$ cat src/p_median_cost_and_assignment_top_macros.svh
// Assertion macros used by the p-median evaluator top level.
`ifndef P_MEDIAN_COST_AND_ASSIGNMENT_TOP_MACROS_SVH
`define P_MEDIAN_COST_AND_ASSIGNMENT_TOP_MACROS_SVH

// Same-cycle implication, checked on every rising edge outside reset.
`define PMCA_ASSERT_NOW(lbl, ante, cons, msg) \
  lbl: assert property (@(posedge clk) disable iff (!rst_n) (ante) |-> (cons)) else $error(msg);

// Next-cycle implication, checked on every rising edge outside reset.
`define PMCA_ASSERT_NEXT(lbl, ante, cons, msg) \
  lbl: assert property (@(posedge clk) disable iff (!rst_n) (ante) |=> (cons)) else $error(msg);

`endif

$ cat src/pmca_pkg.sv
// Shared constants, types and codes of the p-median evaluator.
`timescale 1ns / 1ps
package pmca_pkg;

  localparam int MAX_CUSTOMERS  = 256;
  localparam int MAX_CANDIDATES = 256;
  localparam int MAX_MEDIANS    = 16;
  localparam int DIST_W         = 24;

  localparam int CUST_W = (MAX_CUSTOMERS > 1) ? $clog2(MAX_CUSTOMERS) : 1;
  localparam int SLOT_W = (MAX_MEDIANS > 1) ? $clog2(MAX_MEDIANS) : 1;
  localparam int TABLE_DEPTH = MAX_CUSTOMERS * MAX_CANDIDATES;
  localparam int ADDR_W = (TABLE_DEPTH > 1) ? $clog2(TABLE_DEPTH) : 1;

  // Counter widths able to hold the configured counts and the maxima.
  localparam int CUST_CNT_W = (CUST_W + 1 > 9) ? CUST_W + 1 : 9;
  localparam int MED_CNT_W  = (SLOT_W + 1 > 5) ? SLOT_W + 1 : 5;

  localparam int CAND_FLD_W = 8;
  localparam int COST_W     = 16;
  localparam int COST_FRAC  = 8;
  localparam int TOTAL_W    = 40;
  localparam int SUM_W      = DIST_W + ((MAX_CUSTOMERS > 1) ? $clog2(MAX_CUSTOMERS) : 1);
  localparam int PROD_W     = SUM_W + COST_W;

  // Opcodes carried on in_tuser.
  localparam logic [1:0] OP_WRITE_DIST = 2'd0;
  localparam logic [1:0] OP_SET_SLOT   = 2'd1;
  localparam logic [1:0] OP_EVALUATE   = 2'd2;
  localparam logic [1:0] OP_QUERY      = 2'd3;

  // Result kinds carried on out_tuser.
  localparam logic KIND_COST   = 1'b0;
  localparam logic KIND_ASSIGN = 1'b1;

  // Configuration register indexes.
  localparam int CFG_IDX_W = 2;
  localparam logic [CFG_IDX_W-1:0] CFG_COST_PER_KM    = 2'd0;
  localparam logic [CFG_IDX_W-1:0] CFG_CUSTOMER_COUNT = 2'd1;
  localparam logic [CFG_IDX_W-1:0] CFG_MEDIAN_COUNT   = 2'd2;

  typedef struct packed {
    logic              reach;
    logic [DIST_W-1:0] distance;
  } entry_t;

  // One table lookup issued by the sequencer.
  typedef struct packed {
    logic                  valid;
    logic                  first;     // slot 0 of a customer
    logic                  last;      // last slot of a customer
    logic                  job_last;  // last lookup of the whole item
    logic                  ok;        // row and column inside the table
    logic [CAND_FLD_W-1:0] cand;
  } probe_t;

  // Nearest median of one customer, reported after its last slot.
  typedef struct packed {
    logic                  valid;
    logic                  last;
    logic                  found;
    logic [DIST_W-1:0]     distance;
    logic [CAND_FLD_W-1:0] cand;
  } near_t;

endpackage

$ cat src/pmca_nearest.sv
// Shared compare unit that tracks the nearest reachable median of a customer.
`timescale 1ns / 1ps
module pmca_nearest (
  input  logic               clk,
  input  logic               rst_n,
  input  pmca_pkg::probe_t   probe,
  input  pmca_pkg::entry_t   entry,
  output pmca_pkg::near_t    result
);

  logic                            found_r, found_nxt;
  logic [pmca_pkg::DIST_W-1:0]     best_d_r, best_d_nxt;
  logic [pmca_pkg::CAND_FLD_W-1:0] best_c_r, best_c_nxt;
  pmca_pkg::near_t                 result_r, result_nxt;
  logic                            reach;

  assign reach = entry.reach & probe.ok;

  always_comb begin
    found_nxt  = found_r;
    best_d_nxt = best_d_r;
    best_c_nxt = best_c_r;
    if (probe.valid) begin
      // Slot 0 restarts the search; its candidate stands when nothing is reachable.
      if (probe.first) begin
        found_nxt  = reach;
        best_d_nxt = entry.distance;
        best_c_nxt = probe.cand;
      end else if (reach && (!found_r || (entry.distance < best_d_r))) begin
        found_nxt  = 1'b1;
        best_d_nxt = entry.distance;
        best_c_nxt = probe.cand;
      end
    end
    result_nxt.valid    = probe.valid & probe.last;
    result_nxt.last     = probe.job_last;
    result_nxt.found    = found_nxt;
    result_nxt.distance = found_nxt ? best_d_nxt : '0;
    result_nxt.cand     = best_c_nxt;
  end

  always_ff @(posedge clk) begin
    if (!rst_n) begin
      found_r        <= 1'b0;
      result_r.valid <= 1'b0;
    end else begin
      found_r        <= found_nxt;
      result_r.valid <= result_nxt.valid;
    end
    best_d_r          <= best_d_nxt;
    best_c_r          <= best_c_nxt;
    result_r.last     <= result_nxt.last;
    result_r.found    <= result_nxt.found;
    result_r.distance <= result_nxt.distance;
    result_r.cand     <= result_nxt.cand;
  end

  assign result = result_r;

endmodule

$ cat config.mk
export PLATFORM = sky130hd
export DESIGN_NAME = pmca_nearest
export DESIGN_NICKNAME = d
export VERILOG_FILES = /design/src/p_median_cost_and_assignment_top_macros.svh /design/src/pmca_pkg.sv /design/src/pmca_nearest.sv
export SDC_FILE = /design/constraint.sdc
export NUM_CORES = 1
export LEC_CHECK = 0
export ABC_AREA = 1
export ABC_CLOCK_PERIOD_IN_PS = 1990
export BUFFER_PORTS_ARGS = -buffer_cell sky130_fd_sc_hd__buf_2
export CORE_ASPECT_RATIO = 1.2
export CORE_MARGIN = 1.5
export CORE_UTILIZATION = 35
export DETAILED_ROUTE_END_ITERATION = 10
export PLACE_DENSITY_LB_ADDON = 0.3
export SLEW_MARGIN = 20
export SYNTH_ARGS = -nofsm -noshare
export SYNTH_HDL_FRONTEND = slang
export SYNTH_SLANG_ARGS = --single-unit
$ cat constraint.sdc
create_clock -name clk -period 1.99 [get_ports clk]
set_clock_uncertainty 0.15 [all_clocks]
set_input_delay 0.2985 -clock clk [delete_from_list [all_inputs] [get_ports clk]]
set_output_delay 0.2985 -clock clk [all_outputs]
set_load 0.01 [all_outputs]
* After elaboration in Yosys (flattened, before gate mapping) *
Cells that the tools add are included.

word-level totals
  register bits after elaboration = 60
  latch bits = 0
  RAM bits = 0
  memory bits (read-only) = 0
  bits of input ports = 40
  output and inout bits = 35
  memories kept = 0

operators by class
  $add $sub $neg = 0
  multiply operators = 0
  div/mod/pow operators = 0
  magnitude comparators = 1
  equality and inequality tests = 0
  shift-type cells = 0
  muxes and demuxes = 8
  bitwise operators = 2
  reductions and logical operators = 5

operators with widths
  kind                         number
  two-way mux 24 bit           3
  less-than comparator 24 bit  1
  two-way mux 8 bit            2
  two-way mux 1 bit            3
  AND 1 bit                    2
  AND reduction 2 bit          1
  nonzero test 2 bit           1
  logical AND 1 bit            1
  logical NOT 1 bit            1
  logical OR 1 bit             1

* Logic depth before layout (Yosys ltp) *
  word-level depth = 6
  depth in mapped cells = 16
  depth with buffers taken out = 15

* Worst setup path after synthesis *
OpenSTA, ideal clock, no wires.

  path kind = reg2reg
  start = register best_d_r[19] in the netlist's numbering
  end = register result_r (netlist bit result[0]), enable pin
  arrival = 1.662 ns
  required time = 1.516 ns
  setup slack = -0.146 ns
  stages on the path, launching flop included = 12
  path buffers = 1
  clock period less this slack = 2.136 ns
  cell sequence = dfxtp_1 > inv_1 > ha_1 > a21o_1 > o21ai_1 > nand2_1 > nor2_1 > nand2_2 > nand2_4 > nand2_8 > buf_12 > inv_1

between the ends
  longest elaborated chain between the ends = 5

ends and longest elaborated chain
  item                                  line                source
  start: declaration                    pmca_nearest.sv:12  logic [pmca_pkg::DIST_W-1:0] best_d_r, best_d_nxt;
  start signal: assignment              pmca_nearest.sv:50  best_d_r <= best_d_nxt;
  less-than comparator 24 bit           pmca_nearest.sv:29  end else if (reach && (!found_r || (entry.distance < best_d_r))) begin
  logical OR 1 bit                      pmca_nearest.sv:29
  logical AND 1 bit                     pmca_nearest.sv:29
  nonzero test 2 bit (no source line)   n/a
  AND reduction 2 bit (no source line)  n/a
  end: declaration                      pmca_nearest.sv:14  pmca_pkg::near_t result_r, result_nxt;

Every way passes these cells.
A chain may end at the register's enable or synchronous reset.

* Worst setup path in the final report *
  start = register best_d_r[17] in the netlist's numbering
  end = register result_r (netlist bit result[5]), enable pin

Same word-level chain as after synthesis.

==> reports/metrics.yaml <==
grt_pass1_wl_mm: 9.90
violations: "negative setup slack"
hold_path.class: "in2reg"
clk_path_buf_depth: 2
dieArea_um2: 8520
seq_area_um2: 1300
hold_violations: 0
dp_cells: 510
crit_buf_inv: 2
grt_start_max_net_pins: 26
dpl_cell_area_um2: 3440
clkSlewWorstSetupHoldPaths_ps: 60
max_freq_ghz: 0.501
core_um2: 7710
num_antenna_cells: 0
cp_slowest_cell: "dfxtp_2"
ios: 75
drive_gt1_share_pct: 56.3
worstPathArrival_ps: 1900
vias: 2285
postSynthCellCount: 332
cts_made_buffers: 9
final_cell_count_no_fill: 538
crit_path_max_fanout: 8
final_area_um2: 4110
syn_to_final_growth_pct: 47.3
finalCriticalPeriod_ps: 2000
hold_start: "rst_n"
worst_r2r_path_depth: 13
multiInputGateArea_um2: 1530
cp-end-kind: "flop"
port_buffers: 74
power_uw: 3380
clk_latency_ps: 340
worst_slack_ps: -5.72
status: "finished with violations"
cts_root_buffer: "clkbuf_8"
die_y_um: 101
first_pass_iters: 4
gp_congestion: 0.756
peakVddDrop_uv: 532
cpLargestDelayFamily: "simple AND/OR/NAND/NOR gates"
synth_top_area_cell: "dfxtp_1"
dr.first_iter.drc_count: 67
cp.required_ps: 1900
nFillCells: 727
yosysWarningCount: 0
postSynthAreaPerCell_um2: 8.41
r2r_end: "result[5]"
dp_hpwl_mm: 4.25
drc_errors: 0
p_per_area_nw_per_um2: 823
routedWlPerCell_um: 11.5
wirelength_mm: 6.17
p_leak_uw: 0.00216
rsz0062_at_grt: "yes"
ys_top_cells_by_area: "dfxtp_1 37%, inv_1 11%, ha_1 10%"
syn_nets: 395
slew_violations: 0
netlist.area_leader.share_pct: 37.3
cp.depth: 13
post-route-period-util_pct: 100
rrSetupSlack_ps: -6
dieWidth_um: 84.5
grt_pass1_vias: 2288
post-route-util_pct: 53.3
antenna_found_initial: 0
start_util_pct: 36.2
path_cells: "inv_2 > ha_4 > nand2_4 > nor2_4 > nand2_2 > nor2_1 > nand2_1 > nand2_1 > nor2_2 > nand2_2 > nand2_4 > nand2_8 > clkinvlp_4"
cp-start-kind: "flop"
holdPathStages: 3
cp-endpoint: "result[5]"
finalNetCount: 504
htree_levels: 3
reg2reg_from: "best_d_r[17]"
critical_path_class: "reg2reg"
synth_seq_area_share_pct: 45.9
grtUsageTotal_pct: 14.9
cts_tree: "built"
tightest_slew_ps: 307
overflow: 0
fin_setup_tns_ps: -30.0
synth_cell_type_count: 23
maxCapViolations: 0
netlist_area_um2: 2790
slowest_delay_ps: 320
ys_ff_latch: 60
setup_viol: 8
crit_start: "best_d_r[17]"
row_count: 35
antenna_left: 0
slew-limit-headroom_pct: 79.5
cts_sinks: 60
via_per_inst: 4.25
Yosys cell counts:
| library cell | number |
|---|---|
| nor3_1 | 2 |
| a21oi_1 | 7 |
| nand3_1 | 28 |
| nor2_2 | 19 |
| clkinv_1 | 1 |
| nand2_8 | 1 |
| o21a_1 | 1 |
| nand2_4 | 1 |
| buf_2 | 1 |
| edfxtp_1 | 8 |
| buf_12 | 2 |
| inv_1 | 82 |
| dfxtp_1 | 52 |
| nor2_1 | 12 |
| nand2_2 | 41 |
| nand2_1 | 42 |
| ha_1 | 23 |
| nand4_1 | 1 |
| a21o_1 | 1 |
| buf_6 | 2 |
| clkbuf_1 | 3 |
| o21ai_1 | 1 |
| nor2_4 | 1 |
where the power goes:
| group | switching [uW] | internal [uW] | total [uW] |
|---|---|---|---|
| sequential | 38.6 | 1360 | 1400 |
| combinational | 519 | 431 | 951 |
| clock | 466 | 565 | 1030 |
| total | 1020 | 2360 | 3380 |
sequential cells by signal, indices dropped and copies added, names as in the netlist:
name,cells
best_d_r,24
result,35
found_r,1
worst min-delay path: stages:
cell and delay [ps]:
buf_2 70, inv_1 40, nor2_1 80
stage by stage:
| step | setup WS, ps | hold slack, ps |
|---|---|---|
| 2_1_floorplan | -40.1 | 176 |
| 3_3_place_gp | -109 | 255 |
| 3_5_place_dp | -148 | 255 |
| 4_1_cts | -6.63 | 33.0 |
| 5_1_grt | -142 | 43.1 |
| 6_report | -5.72 | 44.3 |
cell type report:
type                            instances  area share (%)
Clock buffer                           10            3.10
Clock inverter                          6            1.34
Inverter                               83            7.67
Multi-Input combinational cell        181            37.1
Sequential cell                        60            31.5
Tap cell                               92            2.80
Timing Repair Buffer                  106            16.4
worst min-delay path by stage:
stage | end | slack [ps]
2_1_floorplan | result[33] | 180
3_3_place_gp | result[33] | 250
3_5_place_dp | result[33] | 250
4_1_cts | found_r | 30
5_1_grt | found_r | 40
6_report | found_r | 40
cells in the final DEF (no fill, tap or decap):
cell type | netlist | layout
edfxtp_1 | 8 | 8
dfxtp_1 | 52 | 40
ha_1 | 23 | 6
nand3_2 | 0 | 2
nand3_1 | 28 | 26
a21oi_2 | 0 | 1
dfxtp_2 | 0 | 12
buf_4 | 0 | 20
nand2_4 | 1 | 26
bufinv_16 | 0 | 1
nor2_4 | 1 | 2
nor2_2 | 19 | 20
clkbuf_16 | 0 | 1
clkinvlp_4 | 0 | 2
a21oi_1 | 7 | 6
a21o_1 | 1 | 1
clkinv_1 | 1 | 3
nor3_2 | 0 | 2
buf_2 | 1 | 74
inv_1 | 82 | 54
buf_12 | 2 | 2
clkbuf_8 | 0 | 9
inv_2 | 0 | 27
o21a_1 | 1 | 1
dlygate4sd3_1 | 0 | 9
nand2_2 | 41 | 30
ha_4 | 0 | 17
nor2_1 | 12 | 10
o21ai_1 | 1 | 1
nand2_1 | 42 | 28
clkbuf_1 | 3 | 1
clkinv_2 | 0 | 2
nand2_8 | 1 | 1
nand4_1 | 1 | 1
layer usage:
metal / wire length [um] / up-vias / part of all wire, % / track usage, %
met1: 2590 / 1011 / 42 / 17.2
met3: 309 / 11 / 5.0 / 4.59
met5: 0 / - / 0 / 0
met2: 3110 / 54 / 50 / 25.0
met4: 155 / 0 / 2.5 / 7.82
li1: - / 1209 / - / -
repair_timing:
action | 4_1_cts | 5_1_grt
endpoints found under the setup margin | 56 | 56
hold buffers | 9 | 0
gates resized for setup | 24 | 70
pin swaps | 16 | 20
cloned | 0 | 1
hold endpoints to repair | 9 | 0
buffers inserted | 2 | 0
cell families after synthesis:
group / after synthesis / synth area share, %
AO/OA/AOI/OAI: 10 / 1.97
flip-flops: 60 / 45.9
buffers and inverters: 91 / 14.0
adder cells (fa/ha/maj): 23 / 10.3
AND/OR/NAND/NOR: 148 / 27.8
Power figures use the tool's default switching activity.
